File: src/design/assert_macros.svh
// Assertion macros shared by the sorted table counter RTL.
`ifndef ASSERT_MACROS_SVH
`define ASSERT_MACROS_SVH

// Checks a property at every rising clock edge while reset is low.
`define STCV_ASSERT(lbl, clk, rst, prop) \
   lbl: assert property (@(posedge clk) disable iff (rst) (prop)) \
      else $error("stcv: assertion failed");

// Checks that the consequent holds in the same cycle as the antecedent.
`define STCV_ASSERT_IMP(lbl, clk, rst, ante, cons) \
   lbl: assert property (@(posedge clk) disable iff (rst) (ante) |-> (cons)) \
      else $error("stcv: implication failed");

// Checks that the consequent holds in the cycle after the antecedent.
`define STCV_ASSERT_NEXT(lbl, clk, rst, ante, cons) \
   lbl: assert property (@(posedge clk) disable iff (rst) (ante) |=> (cons)) \
      else $error("stcv: next-cycle implication failed");

`endif

File: src/design/stcv_pkg.sv
// Shared types and constants of the sorted table counter.
package stcv_pkg;

   // Default table capacity.
   localparam int TABLE_DEPTH_DEF = 1024;

   // Depth of the command queue between front and back; a power of two.
   localparam int QUEUE_DEPTH = 4;

   // Width of a table value.
   localparam int VALUE_W = 32;

   // Command codes on the request channel.
   localparam logic [1:0] CMD_CLEAR  = 2'd0;
   localparam logic [1:0] CMD_APPEND = 2'd1;
   localparam logic [1:0] CMD_QUERY  = 2'd2;

   // Operations that the back end carries out.
   typedef enum logic [1:0] {
      OP_CLEAR  = 2'd0,
      OP_APPEND = 2'd1,
      OP_QUERY  = 2'd2
   } op_type;

   // One classified command as it travels through the queue.
   typedef struct packed {
      op_type                     op;
      logic signed [VALUE_W-1:0]  operand;
   } cmd_item_type;

endpackage

File: src/design/stcv_front.sv
// Front end: accepts request transactions and classifies them into operations.
module stcv_front
   import stcv_pkg::*;
   (
      input  logic                       req_valid,
      output logic                       req_stall,
      input  logic [1:0]                 req_cmd,
      input  logic signed [VALUE_W-1:0]  req_element,
      input  logic signed [VALUE_W-1:0]  req_target,
      input  logic                       q_full,
      output logic                       q_push,
      output cmd_item_type               q_item
   );

   logic known_cmd;

   // The request channel stalls only while the queue has no room.
   assign req_stall = q_full;

   // Map the command code to an operation and pick the operand it uses.
   always_comb begin
      known_cmd      = 1'b1;
      q_item.op      = OP_CLEAR;
      q_item.operand = req_element;
      unique case (req_cmd)
         CMD_CLEAR: begin
            q_item.op = OP_CLEAR;
         end
         CMD_APPEND: begin
            q_item.op      = OP_APPEND;
            q_item.operand = req_element;
         end
         CMD_QUERY: begin
            q_item.op      = OP_QUERY;
            q_item.operand = req_target;
         end
         default: begin
            // The unused code is accepted and dropped.
            known_cmd = 1'b0;
         end
      endcase
   end

   // Only meaningful commands enter the queue.
   assign q_push = req_valid && !q_full && known_cmd;

endmodule

File: config.mk
export PLATFORM = sky130hd
export DESIGN_NAME = stcv_front
export DESIGN_NICKNAME = d
export VERILOG_FILES = /design/src/design/assert_macros.svh /design/src/design/stcv_pkg.sv /design/src/design/stcv_front.sv
export SDC_FILE = /design/constraint.sdc
export NUM_CORES = 1
export LEC_CHECK = 0
export ABC_AREA = 1
export BUFFER_PORTS_ARGS = -buffer_cell sky130_fd_sc_hd__clkbuf_2
export CAP_MARGIN = 20
export CORE_MARGIN = 3
export CORE_UTILIZATION = 30
export DETAILED_ROUTE_END_ITERATION = 16
export PLACE_DENSITY = 0.91
export SYNTH_ARGS = -nofsm -noshare
export SYNTH_HDL_FRONTEND = slang
export SYNTH_SLANG_ARGS = --single-unit
File: constraint.sdc
create_clock -name vclk -period 1.6
set_input_delay 0.16 -clock vclk [all_inputs]
set_output_delay 0.16 -clock vclk [all_outputs]
set_load 0.01 [all_outputs]
==> flow_summary.toml, run 1 <==
[outcome]
status = "finished clean"

[finish]
seqCellArea_um2 = 0
antenna-diode-count = 0
drive_gt1_share_pct = 55.8
layout_commonest_cell = "clkbuf_2"
final_cell_mix = "clkbuf_2 (104), nand2_1 (57), nand3_1 (32)"
nFillCells = 206
syn_to_final_growth_pct = 82.6
nClkBuffers = 0
nets = 278
n_sequential_cell = 0
final_cell_count_no_fill = 233

[worst_setup_path]
worstSetupPathType = "in -> out"
critPathTopFamily = "buffers and inverters"
worstPathBufferInverterCount = 2
required_ns = 1.44
end_kind = "primary output"
max_stage_delay_ns = 0.37
worstPathCellList = "clkbuf_2 > nand2_8 > nand2_1 > nand2_1 > clkbuf_2"
critPathLaunchType = "primary input"
cp_max_fo = 33
crit_arrival_ns = 1.05
critPathSlowestCell = "clkbuf_2"

[yosys]
synth_top_family_by_area = "simple AND/OR/NAND/NOR gates"
netlist_instances = 114
synth_area_leaders = "nand2_1 (38%), nand3_1 (28%), nand2_2 (9.9%), buf_4 (9.2%), buf_6 (5.9%)"
yosysWarningCount = 0
ys_seq_area_share_pct = 0
synth_compound_area_share_pct = 0
yosysTopAreaCell = "nand2_1"
synth_mux_area_share_pct = 0
synth_cell_type_count = 10
synthesis.nets = 182
synth-simple-area-share_pct = 80.4
synth_area_um2 = 569
synthXorXnorAreaFrac_pct = 0
avgSynthCellArea_um2 = 4.99
synth_fa_ha_area_share_pct = 0
synth_top_area_share_pct = 37.6

[placement]
dpl.cell_count = 233
portBuffers = 104
hpwl_um = 1830
place.gp.congestion = 0.713

[sta]
tightest_slew_ns = 0.456
rsz0062_at_grt = "no"
period_share_pct = 75.6
layout_min_cycle_time_ns = 1.21
clock.fmax_mhz = 827
setup_viol_count_final = 0
slew_violations = 0
finalSetupTns_ns = 0
relSlewSlack_pct = 69.6
hold_viol = 0
holdWs_ns = 0.529

[clocking]
postCtsSetupRepairBufs = 0
cts_resized = 0
ctsHoldBuffers = 0

[power_and_ir_drop]
p_per_area_nw_per_um2 = 294
leakagePower_uw = 0.000746
peakVddDrop_uv = 142

[global_route]
grt_pass1_wl_um = 3590
grt_pass1_vias = 918
antenna_found_initial = 0
grt_overflow_total = 0
grt_usage_pct = 16.9
grt_max_degree = 35

[hold_path]
hold_class = "in -> out"

[detailed_routing]
wl_um = 2150
wl_per_cell_um = 9.24
first_pass_iters = 3
viasPerCell = 4.43
drcViolationCount = 0
drt_iter0_markers = 5
drtAntennaViolNets = 0
vias = 1033

[die]
die_h_um = 49.6
row_count = 15
core_area_um2 = 1760
dieArea_um2 = 2460
num_io_pins = 104
fp.dieW_um = 49.6
initial_core_util_pct = 32.3

[run]
drv_cap = 0
-- routing by layer --
metal / GRT usage [%] / vias to the layer above / wire length, um
li1: - / 551 / -
met1: 17.9 / 422 / 775
met2: 33.5 / 58 / 1100
met3: 3.93 / 2 / 258
met4: 2.30 / 0 / 14
met5: 0 / - / 0
-- stage by stage --
stage,cell area [um^2],setup WS (ns),power (uW),util [%]
2_1_floorplan,569,0.815,167,-
3_3_place_gp,1040,0.404,304,58.9
3_5_place_dp,1040,0.374,309,58.9
4_1_cts,1040,0.374,310,58.9
5_1_grt,1040,0.247,344,58.9
6_report,1040,0.391,305,58.9
-- cells by family after synthesis --
kind of cell           after synthesis
and+or+nand+nor                    101
buffers and inverters               13
-- report_power, final --
part	switching, uW	internal (uW)
sequential	0	0
combinational	159	146
clock	0	0
-- synth_stat cells --
master   number
buf_8         1
nand2_8       1
nand3_1      32
nand2_2       9
inv_1         1
buf_6         3
nand2_1      57
buf_4         7
inv_4         1
nor2_1        2
-- final timing paths --
check | startpoint | end | slack (ns) | cells after the start
setup / recovery | req_cmd[1] | q_item[8] | 0.39 | 5
hold / removal | q_full | req_stall | 0.53 | 2
-- layout make-up --
class / count / area (um^2) / share of cell area [%]
Inverter: 2 / 10.0 / 0.963
Multi-Input combinational cell: 101 / 458 / 44.0
Timing Repair Buffer: 105 / 541 / 52.0
Tap cell: 25 / 31.3 / 3.01
(Power assumes the default switching activity.)
==> inputs of run 2 (changes only) <==
CORE_UTILIZATION = 28   (was 30)
PLACE_DENSITY = 0.85   (was 0.91)
clock period = 1.2 ns   (was 1.6 ns; I/O delays follow)
==> run 2 against run 1 <==
Compared with the run above: routed wire length rose by 1.7%; clock-buffer cell count did not move; setup slack got worse by 0.20 ns; sequential cell count did not move; utilization fell by 1.0 points; final cell count rose by 0.86%; final area rose by 1.4%; largest cell class unchanged.
==> flow_summary.toml, run 2 (synthesis gave the netlist of run 1 again) <==
[outcome]
status = "finished clean"

[placement]
place.gp.congestion = 0.681
place_area_um2 = 1050
hpwl_um = 1880
portBuffers = 104

[detailed_routing]
drt_iter0_markers = 9
viasPerCell = 4.44
first_pass_iters = 4
wl_um = 2190
vias = 1044
drcViolationCount = 0
drtAntennaViolNets = 0
wl_per_cell_um = 9.31

[worst_setup_path]
crit_arrival_ns = 0.89
required_ns = 1.08
worstSetupPathType = "in -> out"
critPathLaunchType = "primary input"
cp_max_fo = 33
end_kind = "primary output"

[finish]
syn_to_final_growth_pct = 85.3
nets = 280
drive_gt1_share_pct = 56.2
nFillCells = 198
layout_commonest_cell = "clkbuf_2"
final_area_um2 = 1050
seqCellArea_um2 = 0
n_sequential_cell = 0
antenna-diode-count = 0
nClkBuffers = 0
final_cell_mix = "clkbuf_2 (104), nand2_1 (57), nand3_1 (32)"

[die]
fp.dieW_um = 51.1
num_io_pins = 104
row_count = 15
dieArea_um2 = 2610
initial_core_util_pct = 31.3
die_h_um = 51.1
core_area_um2 = 1820

[sta]
clock.fmax_mhz = 987
rsz0062_at_grt = "no"
relSlewSlack_pct = 85.2
hold_viol = 0
period_share_pct = 84.4
layout_min_cycle_time_ns = 1.01
finalSetupTns_ns = 0
slew_violations = 0
setup_viol_count_final = 0
tightest_slew_ns = 0.222

[clocking]
ctsHoldBuffers = 0
postCtsSetupRepairBufs = 0
cts_resized = 0

[global_route]
grt_usage_pct = 15.4
grt_overflow_total = 0
grt_max_degree = 34
grt_pass1_vias = 877
antenna_found_initial = 0
grt_pass1_wl_um = 3390

[hold_path]
worstHoldStart = "q_full"
hold_depth = 2
hold_class = "in -> out"
min_to = "req_stall"

[power_and_ir_drop]
leakagePower_uw = 0.000755
peakVddDrop_uv = 257
p_per_area_nw_per_um2 = 392

[run]
drv_cap = 0
==> run 2: worst max path at each step <==
stage                     startpoint         end  slack [ns]  cells past startpoint
after global routing      req_cmd[0]   q_item[3]        0.08                      6
after detailed placement  req_cmd[0]   q_item[5]        0.18                      6
final                     req_cmd[0]   q_item[5]        0.19                      6
after floorplan           req_cmd[1]  q_item[21]        0.49                      5
after CTS                 req_cmd[0]   q_item[5]        0.17                      6
after global placement    req_cmd[0]   q_item[2]        0.20                      6
==> run 2: layer usage <==
metal	part of all wire [%]	wire length (um)	global-route usage, %	vias up
met3	16	351	4.37	0
met2	48	1060	30.0	62
li1	-	-	-	556
met5	0	0	0	-
met4	0	0	0	0
met1	35	776	17.2	426
==> run 2: worst max-delay path, stage by stage <==
cell      delay, ns
clkbuf_2       0.11
inv_4          0.18
nand2_8        0.19
nand2_1        0.11
nand2_1        0.06
clkbuf_2       0.12
==> run 2: power by group <==
group          switching (uW)  internal (uW)
registers                   0              0
clock network               0              0
logic                     214            200
total                     214            200
==> run 2: per-stage QoR <==
stage | instances | worst slack [ns] | hold slack [ns] | util [%] | power [uW]
after floorplan | 114 | 0.495 | 0.288 | - | 222
after global placement | 235 | 0.203 | 0.445 | 57.9 | 414
after detailed placement | 235 | 0.175 | 0.446 | 57.9 | 419
after CTS | 235 | 0.173 | 0.446 | 57.9 | 421
after global routing | 235 | 0.0787 | 0.461 | 57.9 | 466
final | 235 | 0.187 | 0.443 | 57.9 | 414
==> run 2: area by class of cell <==
class	count	area, um^2	area share [%]
Inverter	2	10.0	0.949
Multi-Input combinational cell	101	458	43.4
Tap cell	25	31.3	2.97
Timing Repair Buffer	107	556	52.7
==> inputs of run 3 (changes only) <==
clock period = 1 ns   (was 1.2 ns; I/O delays follow)
==> run 3 against run 2 <==
Compared with the run above: routed wire length up 0.55%; utilization rose by 1.8 points; critical path type unchanged; worst hold slack worse by 0.040 ns; first-iteration DRC count did not move; sequential cell count unchanged; sequential share of layout area unchanged; power is 24% higher; critical endpoint is now q_item[24]; critical path depth decreased by 1; combinational power increased by 24%; non-clock buffer count grew 1.
==> flow_summary.toml, run 3 (synthesis gave the netlist of run 1 again) <==
[clocking]
cts_resized = 0
ctsHoldBuffers = 0
postCtsSetupRepairBufs = 0

[sta]
period_share_pct = 88.6
setup_viol_count_final = 0
slew_violations = 0
clock.fmax_mhz = 1130
layout_min_cycle_time_ns = 0.886
hold_viol = 0
rsz0062_at_grt = "no"
relSlewSlack_pct = 84.6
finalSetupTns_ns = 0
tightest_slew_ns = 0.230

[worst_setup_path]
worstSetupPathType = "in -> out"
required_ns = 0.90
crit_arrival_ns = 0.79
end_kind = "primary output"
cp_max_fo = 13
critPathLaunchType = "primary input"

[detailed_routing]
routed.top_layer = "met3"
vias = 1055
wl_met2_um = 1030
wl_per_cell_um = 9.32
drtAntennaViolNets = 0
first_pass_iters = 4
drt-met1-wl_um = 831
drcViolationCount = 0
drt_iter0_markers = 9
met3_length_um = 336
viasPerCell = 4.47
wl_um = 2200

[die]
fp.dieW_um = 51.1
core_area_um2 = 1820
initial_core_util_pct = 31.3
row_count = 15
dieArea_um2 = 2610
die_h_um = 51.1
num_io_pins = 104

[outcome]
status = "finished clean"

[finish]
final_util_pct = 59.7
seqCellArea_um2 = 0
final_cell_count_no_fill = 236
antenna-diode-count = 0
syn_to_final_growth_pct = 91.0
nets = 281
layout_commonest_cell = "clkbuf_2"
nClkBuffers = 0
final_cell_mix = "clkbuf_2 (104), nand2_1 (57), nand3_1 (32)"
multi_input_area_um2 = 458
n_sequential_cell = 0
drive_gt1_share_pct = 56.4
nFillCells = 186

[hold_path]
hold_class = "in -> out"

[placement]
portBuffers = 104
dpl.cell_count = 236
place.gp.congestion = 0.712
hpwl_um = 1900

[power_and_ir_drop]
peakVddDrop_uv = 240
p_per_area_nw_per_um2 = 472
leakagePower_uw = 0.000769

[global_route]
grt_usage_pct = 16.6
grt_pass1_wl_um = 3710
grt_pass1_vias = 927
grt_overflow_total = 0
grt_max_degree = 34
antenna_found_initial = 0

[run]
drv_cap = 0
-- run 3: changes by cell type in the layout (fill, tap and decap cells not counted), sizes merged --
cell  before  now
buf        3    4
-- run 3: critical path, cell delays in order --
cell,delay [ns]
clkbuf_2,0.18
buf_4,0.22
nand3_1,0.09
nand2_1,0.07
clkbuf_2,0.12
-- run 3: metal layers --
metal / GRT usage, % / vias to the layer above
met4: 0.448 / 0
met2: 31.3 / 62
met1: 19.6 / 436
met3: 4.08 / 0
li1: - / 557
met5: 0 / -
-- run 3: report_power, final --
group / total, uW / leakage [uW] / switching [uW] / internal, uW
logic: 513 / 0.000769 / 260 / 253
registers: 0 / 0 / 0 / 0
clock network: 0 / 0 / 0 / 0
total: 513 / 0.000769 / 260 / 253
-- run 3: worst paths after layout --
kind	from	end	cells past startpoint
max	req_cmd[1]	q_item[24]	5
min	q_full	req_stall	2
-- run 3: through the flow --
stage          hold slack, ns  cell area, um^2  total power (uW)  worst slack, ns
2_1_floorplan           0.248              569               267            0.335
6_report                0.403             1090               513            0.114
4_1_cts                 0.406             1090               520            0.105
5_1_grt                 0.421             1090               576           0.0314
3_5_place_dp            0.406             1090               519            0.105
3_3_place_gp            0.405             1090               513            0.119
-- run 3: final cells by class --
type               instances  area share [%]
repair buffers           108            54.1
multi-input cells        101            42.1
well taps                 25            2.88
inverters                  2           0.921
