==> src/design/assert_macros.svh <==
// Assertion macros shared by the sorted table counter RTL.
`ifndef ASSERT_MACROS_SVH
`define ASSERT_MACROS_SVH

// Checks a property at every rising clock edge while reset is low.
`define STCV_ASSERT(lbl, clk, rst, prop) \
   lbl: assert property (@(posedge clk) disable iff (rst) (prop)) \
      else $error("stcv: assertion failed");

// Checks that the consequent holds in the same cycle as the antecedent.
`define STCV_ASSERT_IMP(lbl, clk, rst, ante, cons) \
   lbl: assert property (@(posedge clk) disable iff (rst) (ante) |-> (cons)) \
      else $error("stcv: implication failed");

// Checks that the consequent holds in the cycle after the antecedent.
`define STCV_ASSERT_NEXT(lbl, clk, rst, ante, cons) \
   lbl: assert property (@(posedge clk) disable iff (rst) (ante) |=> (cons)) \
      else $error("stcv: next-cycle implication failed");

`endif

==> src/design/stcv_pkg.sv <==
// Shared types and constants of the sorted table counter.
package stcv_pkg;

   // Default table capacity.
   localparam int TABLE_DEPTH_DEF = 1024;

   // Depth of the command queue between front and back; a power of two.
   localparam int QUEUE_DEPTH = 4;

   // Width of a table value.
   localparam int VALUE_W = 32;

   // Command codes on the request channel.
   localparam logic [1:0] CMD_CLEAR  = 2'd0;
   localparam logic [1:0] CMD_APPEND = 2'd1;
   localparam logic [1:0] CMD_QUERY  = 2'd2;

   // Operations that the back end carries out.
   typedef enum logic [1:0] {
      OP_CLEAR  = 2'd0,
      OP_APPEND = 2'd1,
      OP_QUERY  = 2'd2
   } op_type;

   // One classified command as it travels through the queue.
   typedef struct packed {
      op_type                     op;
      logic signed [VALUE_W-1:0]  operand;
   } cmd_item_type;

endpackage

==> src/design/stcv_queue.sv <==
// Short FIFO of classified commands between the front and back ends.
`include "assert_macros.svh"

module stcv_queue
   import stcv_pkg::*;
   (
      input  logic         clock,
      input  logic         reset,
      input  logic         push,
      input  cmd_item_type push_item,
      output logic         full,
      input  logic         pop,
      output logic         head_valid,
      output cmd_item_type head_item
   );

   localparam int PTR_W = (QUEUE_DEPTH > 1) ? $clog2(QUEUE_DEPTH) : 1;

   cmd_item_type       slot_ff [QUEUE_DEPTH];
   logic [PTR_W-1:0]   wr_ptr_ff, wr_ptr_in;
   logic [PTR_W-1:0]   rd_ptr_ff, rd_ptr_in;
   logic [PTR_W:0]     count_ff, count_in;

   assign full       = (count_ff == (PTR_W+1)'(QUEUE_DEPTH));
   assign head_valid = (count_ff != '0);
   assign head_item  = slot_ff[rd_ptr_ff];

   // Pointer and fill count update; pointers wrap at the power-of-two depth.
   always_comb begin
      wr_ptr_in = push ? wr_ptr_ff + 1'b1 : wr_ptr_ff;
      rd_ptr_in = pop ? rd_ptr_ff + 1'b1 : rd_ptr_ff;
      count_in  = count_ff;
      if (push && !pop) begin
         count_in = count_ff + 1'b1;
      end else if (pop && !push) begin
         count_in = count_ff - 1'b1;
      end
   end

   // Control registers.
   always_ff @(posedge clock) begin
      if (reset) begin
         wr_ptr_ff <= '0;
         rd_ptr_ff <= '0;
         count_ff  <= '0;
      end else begin
         wr_ptr_ff <= wr_ptr_in;
         rd_ptr_ff <= rd_ptr_in;
         count_ff  <= count_in;
      end
   end

   // Storage slots.
   always_ff @(posedge clock) begin
      if (push) begin
         slot_ff[wr_ptr_ff] <= push_item;
      end
   end

   `STCV_ASSERT(a_count_in_range, clock, reset, count_ff <= (PTR_W+1)'(QUEUE_DEPTH))
   `STCV_ASSERT_IMP(a_no_push_when_full, clock, reset, push, !full)
   `STCV_ASSERT_IMP(a_no_pop_when_empty, clock, reset, pop, head_valid)
   `STCV_ASSERT_NEXT(a_push_grows, clock, reset, push && !pop, count_ff == $past(count_ff) + 1'b1)

endmodule

==> config.mk <==
export PLATFORM = sky130hd
export DESIGN_NAME = stcv_queue
export DESIGN_NICKNAME = d
export VERILOG_FILES = /design/src/design/stcv_pkg.sv /design/src/design/stcv_queue.sv
export VERILOG_INCLUDE_DIRS = /design/src /design/src/design
export SDC_FILE = /design/constraint.sdc
export NUM_CORES = 1
export LEC_CHECK = 0
export BUFFER_PORTS_ARGS = -buffer_cell sky130_fd_sc_hd__buf_2
export CAP_MARGIN = 20
export CORE_MARGIN = 1
export CORE_UTILIZATION = 49
export CTS_CLUSTER_SIZE = 24
export DETAILED_ROUTE_END_ITERATION = 6
export PLACE_DENSITY = 0.7
export SLEW_MARGIN = 10
export SYNTH_ARGS = -nofsm -noshare
export SYNTH_HDL_FRONTEND = slang
export SYNTH_SLANG_ARGS = --single-unit
==> constraint.sdc <==
create_clock -name clock -period 4.35 [get_ports clock]
set_clock_uncertainty 0.1 [all_clocks]
set_input_delay 1.305 -clock clock [delete_from_list [all_inputs] [get_ports clock]]
set_output_delay 1.305 -clock clock [all_outputs]
set_load 0.05 [all_outputs]
==> results of run 1 <==
## stage by stage
stage	util (%)	std cells	setup WS [ns]	power (mW)
3_5_place_dp	55.7	424	1.30	2.12
5_1_grt	61.0	455	0.666	3.56
3_3_place_gp	55.7	424	1.31	2.11
2_1_floorplan	-	222	1.45	2.01
6_report	61.1	456	0.813	3.46
4_1_cts	61.0	455	0.737	3.48
## layer usage
layer / vias up / share of wire, % / global-route usage (%)
met4: 0 / 1.2 / 8.51
met3: 9 / 5.0 / 5.59
li1: 1096 / - / -
met1: 1263 / 43 / 21.5
met2: 72 / 51 / 26.9
met5: - / 0 / 0
## kinds of logic (layout without fill, tap and decap cells)
group | count (synthesis) | in the layout
compound gates | 2 | 2
xor+xnor | 5 | 5
simple gates | 15 | 15
buf+inv | 13 | 110
mux | 36 | 36
other cells | 0 | 1
fa+ha+maj | 6 | 6
flops | 145 | 145
## path summary, 6_finish.rpt
check	cells past startpoint	from	endpoint
worst min-delay path	2	count_ff[2]	count_ff[2]
worst max-delay path	3	register	head_item[33]
worst min register to register	2	count_ff[2]	count_ff[2]
worst max register to register	2	wr_ptr_ff[0]	slot_ff[1][15]
## where the power goes
group | leakage, nW | internal, mW | switching [mW]
combinational | 0.627 | 0.138 | 0.306
clock | 0.266 | 0.864 | 0.512
sequential | 1.32 | 1.60 | 0.0333
total | 2.22 | 2.60 | 0.851
## cell type report
class / instances / area, um^2
Clock inverter: 11 / 139
Clock buffer: 20 / 425
Antenna cell: 1 / 2.50
Fill cell: 736 / 4090
Timing Repair Buffer: 75 / 380
Multi-Input combinational cell: 64 / 1020
Tap cell: 136 / 170
Sequential cell: 145 / 4270
Inverter: 4 / 15.0
## worst register-to-register path: cells and delay by family, from the launching register on
kind / cells / cell delay, ns
DFF: 1 / 0.39
and+or+nand+nor: 1 / 0.79
adders and majority gates: 1 / 0.16
## synth_stat cells (all sizes together)
cell type  count  share of area (%)
nand2          1              0.070
or3            2               0.23
mux4          34                 14
inv            4               0.28
buf            7                1.6
o21ai          1              0.093
mux2i          2               0.37
dfxtp          9                3.3
fa             1               0.37
edfxtp       136                 76
xor2           3               0.49
ha             5                1.2
xnor2          2               0.33
and2           4               0.46
nor3b          1               0.14
clkbuf         2               0.14
nor2           7               0.49
a21oi          1              0.093
## registers in the layout, indices dropped and copies added (netlist names), named ones only
| signal | flops |
|---|---|
| rd_ptr_ff | 2 |
| slot_ff | 136 |
| count_ff | 3 |
| wr_ptr_ff | 2 |
==> results.ini, run 1 <==
[floorplanning]
start_util_pct=51.2
pin_count=74
die_y_um=107
die_width_um=107
dieArea_um2=11400
core_um2=10500
row_count=37

[detailed_routing]
ant_nets=0
drc=0
firstDrtPassIters=5
vias=2440
wire_per_inst_um=19.0
first_iter_violations=109
viasPerCell=5.35
wl_um=8680

[synthesis]
yosys_warnings=0
synthXorXnorAreaFrac_pct=0.813
syn-instance-count=222
synth_top_family_by_area=multiplexers
synth_nets=266
synthSimpleGateAreaFrac_pct=1.39
synth.distinct_cells=21
synthesis.area_um2=5390
synth_compound_area_share_pct=0.186
ys_seq_elements=145
syn-mean-instance-area_um2=24.3
synthAdderAreaFrac_pct=1.53
ys_seq_area_share_pct=79.2
synthMuxAreaShare_pct=14.9

[clock_tree]
cts_tree=done
cts_resized=0
clock_latency_ns=0.52
cts-root-buf=clkbuf_8
holdBufCountCts=0
cts.path.max_buffers=2
clkSlewWorstSetupHoldPaths_ns=0.06
h-tree-depth=4
post_cts_buffers=0
clock-sinks=145
cts_buffers=17

[setup_path]
critPathBufInv=2
cp_slowest_stage_delay_ns=0.59
r2r_slack_ns=2.51
critical_path.endpoint_type=output pin
worstPathArrival_ns=2.13
crit_path_top_delay_cell=mux4_1
cp-start-kind=register
crit_family=multiplexers
cp_max_fo=16
crit_required_ns=2.94
crit_chain=buf_4 -> mux4_1 -> buf_2
path_class=reg -> out

[place]
io_buffer_count=73
dp_hpwl_um=5140
gp_congestion=0.641
placed_area_um2=5850

[cells_and_area]
most-common-layout-cells=136 x edfxtp_1, 73 x buf_2, 30 x mux4_2
drive_above_1_share_pct=42.9
design_area_um2=6420
final_nets=351
syn2layout_area_growth_pct=19.1
mostFrequentLayoutCell=edfxtp_1

[sta]
hold_violations=0
hold_ws_ns=0.396
fmax_mhz=283
slew_violations=0
rsz0062_at_grt=no
worst_pin_slew_ns=0.975
fin_crit_sh_pct=81.3
min_period_ns=3.54
fin_setup_tns_ns=0
setup_viol_count_final=0
maxSlewHeadroom_pct=35.0

[global_route]
grt_max_degree=35
grt-ovfl-total=0
grt_first_pass_wirelength_um=13500
first_global_vias=2526
gr-usage-all-layers_pct=17.1
antenna_found_initial=0

[pwr]
ir_worst_vdd_mv=0.247
powerDensity_nw_per_um2=539
p_leak_nw=2.22

[flow_run]
cap_viol_max_count=0

[worst_hold_path]
min_path_type=reg -> reg

[run_status]
status=completed

Power figures use the tool's default switching activity.
==> run 2, diff against run 1 <==
--- a/config.mk
+++ b/config.mk
@@ -6,13 +6,14 @@
 export SDC_FILE = /design/constraint.sdc
 export NUM_CORES = 1
 export LEC_CHECK = 0
+export ABC_AREA = 1
 export BUFFER_PORTS_ARGS = -buffer_cell sky130_fd_sc_hd__buf_2
 export CAP_MARGIN = 20
 export CORE_MARGIN = 1
 export CORE_UTILIZATION = 49
 export CTS_CLUSTER_SIZE = 24
 export DETAILED_ROUTE_END_ITERATION = 6
-export PLACE_DENSITY = 0.7
+export PLACE_DENSITY = 0.72
 export SLEW_MARGIN = 10
 export SYNTH_ARGS = -nofsm -noshare
 export SYNTH_HDL_FRONTEND = slang
==> constraint.sdc (replaced) <==
create_clock -name clock -period 2.9 [get_ports clock]
set_clock_uncertainty 0.1 [all_clocks]
set_input_delay 0.87 -clock clock [delete_from_list [all_inputs] [get_ports clock]]
set_output_delay 0.87 -clock clock [all_outputs]
set_load 0.05 [all_outputs]
==> run 2 against run 1 <==
Against the previous run: non-clock buffer count is 11 higher; power is 50% higher; largest cell class unchanged; die area is 5.6% higher; worst setup slack worse by 0.67 ns; synthesized cell count is 75% higher; design area is 5.3% higher; clock power is 51% higher; first-iteration DRC count grew to 2.7 times the previous value.
==> results.ini, run 2 <==
[sta]
setup_viol_count_final=0  ; unchanged
rsz0062_at_grt=no
min_period_ns=2.75
fin_crit_sh_pct=94.9
worst_pin_slew_ns=0.433  ; -0.542 ns
hold_violations=0  ; unchanged
slew_violations=0  ; unchanged
fmax_mhz=363
fin_setup_tns_ns=0  ; unchanged
maxSlewHeadroom_pct=71.2  ; +36 points

[detailed_routing]
wire_per_inst_um=17.2  ; -9.5%
firstDrtPassIters=4  ; -1
wl_um=10800  ; +24%
drc=0  ; unchanged
vias=3363  ; +38%
first_iter_violations=298  ; +170%
ant_nets=0  ; unchanged
viasPerCell=5.37  ; +0.40%

[cells_and_area]
final_nets=516  ; +47%
reg.largest.list=slot_ff: 136 flops, count_ff: 3 flops
largest_register_ffs=136  ; unchanged
top_register=slot_ff
stdcell_count=626  ; +37%
diodes=0  ; -1
drive_above_1_share_pct=32.1  ; -11 points
syn2layout_area_growth_pct=18.6
design_area_um2=6760  ; +5.3%
most-common-layout-cells=136 x edfxtp_1, 73 x buf_2, 68 x o21ai_0
mostFrequentLayoutCell=edfxtp_1

[place]
io_buffer_count=73  ; unchanged
placed_area_um2=6170  ; +5.5%
dp_hpwl_um=6320  ; +23%
placed_cells_incl_taps=596  ; +41%
gp_congestion=0.703  ; +9.6%

[clock_tree]
cts-root-buf=clkbuf_16
cts_buffers=17  ; unchanged
cts.path.max_buffers=2  ; unchanged
clock_latency_ns=0.40  ; -0.12 ns
holdBufCountCts=0  ; unchanged
clkSlewWorstSetupHoldPaths_ns=0.05  ; about the same
h-tree-depth=4  ; unchanged
clock-sinks=145  ; unchanged
post_cts_buffers=0  ; unchanged
cts_resized=0  ; unchanged
cts_tree=done

[floorplanning]
row_count=39  ; +5.4%
core_um2=11400  ; +8.2%
dieArea_um2=12100  ; +5.6%
start_util_pct=50.1  ; -1.2 points
die_width_um=110  ; +2.8%
die_y_um=110  ; +2.8%
pin_count=74  ; unchanged

[synthesis]
synth.area.top_cells=edfxtp_1 72%, o21ai_0 6.0%, o22ai_2 4.4%
synth.distinct_cells=24  ; +14%
synthesis.area_um2=5700  ; +5.8%
syn-instance-count=388  ; +75%
yosys-top-cells-count=136 x edfxtp_1, 68 x o21ai_0, 55 x nor2_1
synthMostInstantiatedCell=edfxtp_1
synthFlopType=edfxtp_1
yosysTopAreaCell=edfxtp_1
yosys_warnings=0  ; unchanged
synth_edf_count=136  ; unchanged
async_flop_share_pct=0  ; unchanged
ys_seq_elements=145  ; unchanged
synth_nets=432  ; +62%
ys_seq_area_share_pct=74.9  ; -4.3 points
yosys.area.top_type_share_pct=71.7  ; -4.1 points
syn-mean-instance-area_um2=14.7  ; -39%

[global_route]
grt-ovfl-total=0  ; unchanged
antenna_found_initial=1  ; +1
gr-usage-all-layers_pct=18.7  ; +1.5 points
grt_first_pass_wirelength_um=15900  ; +18%
first_global_vias=3200  ; +27%
grt_max_degree=69  ; +97%

[setup_path]
path_class=reg -> out
r2r_cells=5  ; +3
cp_max_fo=38  ; +22
crit_required_ns=1.93  ; -1.01 ns
cp-start-kind=register
worstPathArrival_ns=1.78  ; -0.35 ns
critical_path.endpoint_type=output pin

[run_status]
status=completed

[pwr]
ir_worst_vdd_mv=0.323  ; +31%
total_power_mw=5.20  ; +50%
p_leak_nw=2.43  ; +9.7%
powerDensity_nw_per_um2=769  ; +43%

[flow_run]
cap_viol_max_count=0  ; unchanged

[worst_hold_path]
min_path_type=reg -> reg
min_path_cells=1  ; -1

-- run 2: changes by cell type in the layout (fill, tap and decap cells not counted), moves of 14 or more --
cell / delta
o21ai_0: +67
nor2_1: +48
mux4_2: -30
nor2_2: +20
o22ai_2: +20
o22ai_1: +14
-- run 2: logic make-up after synthesis --
logic type,count (synthesis),share of synthesized area [%]
DFF,145,74.9
xor gates and xnor gates,1,0.154
and+or+nand+nor,88,6.77
buffers and inverters,38,4.15
AOI/OAI and AO/OA,110,12.6
adders and majority gates,6,1.45
-- run 2: worst paths after layout --
| kind | to | startpoint | slack, ns |
|---|---|---|---|
| max | head_item[24] | register | 0.15 |
| min | rd_ptr_ff[1] | rd_ptr_ff[1] | 0.35 |
| max reg2reg | slot_ff[0][26] | wr_ptr_ff[0] | 1.46 |
| min reg2reg | rd_ptr_ff[1] | rd_ptr_ff[1] | 0.35 |
-- run 2: cell type report --
type / count / area [um^2]
fill: 854 / 4610
sequential: 145 / 4270
multi-input combinational: 205 / 1190
timing repair buffer: 86 / 470
clock buffer: 17 / 425
tap: 143 / 179
clock inverter: 13 / 146
inverter: 17 / 73.8
-- run 2: worst max-delay path: stages, from the launching register on --
cell and delay [ns]:
dfxtp_2 0.40, buf_6 0.29, o21ai_0 0.15, o22ai_1 0.23, buf_2 0.31
-- run 2: power breakdown --
part           switching (mW)  internal (mW)  leakage [nW]
clock                   0.768           1.33         0.271
combinational           0.515          0.167         0.838
sequential             0.0300           2.39          1.32
-- run 2: stage by stage --
| stage | hold WS (ns) | utilization [%] | setup slack (ns) |
|---|---|---|---|
| 2_1_floorplan | 0.312 | - | 0.461 |
| 3_3_place_gp | 0.326 | 54.3 | 0.536 |
| 3_5_place_dp | 0.342 | 54.3 | 0.488 |
| 4_1_cts | 0.349 | 59.3 | 0.0368 |
| 5_1_grt | 0.374 | 59.4 | 0.0381 |
| 6_report | 0.346 | 59.4 | 0.147 |
-- run 2: routing by layer --
layer  vias up  routed length [um]  GRT usage, %
li1       1598                   -             -
met1      1648                4510          22.5
met2       109                5590          30.9
met3         6                 622          4.74
met4         2                  56          9.52
met5         -                  13             0
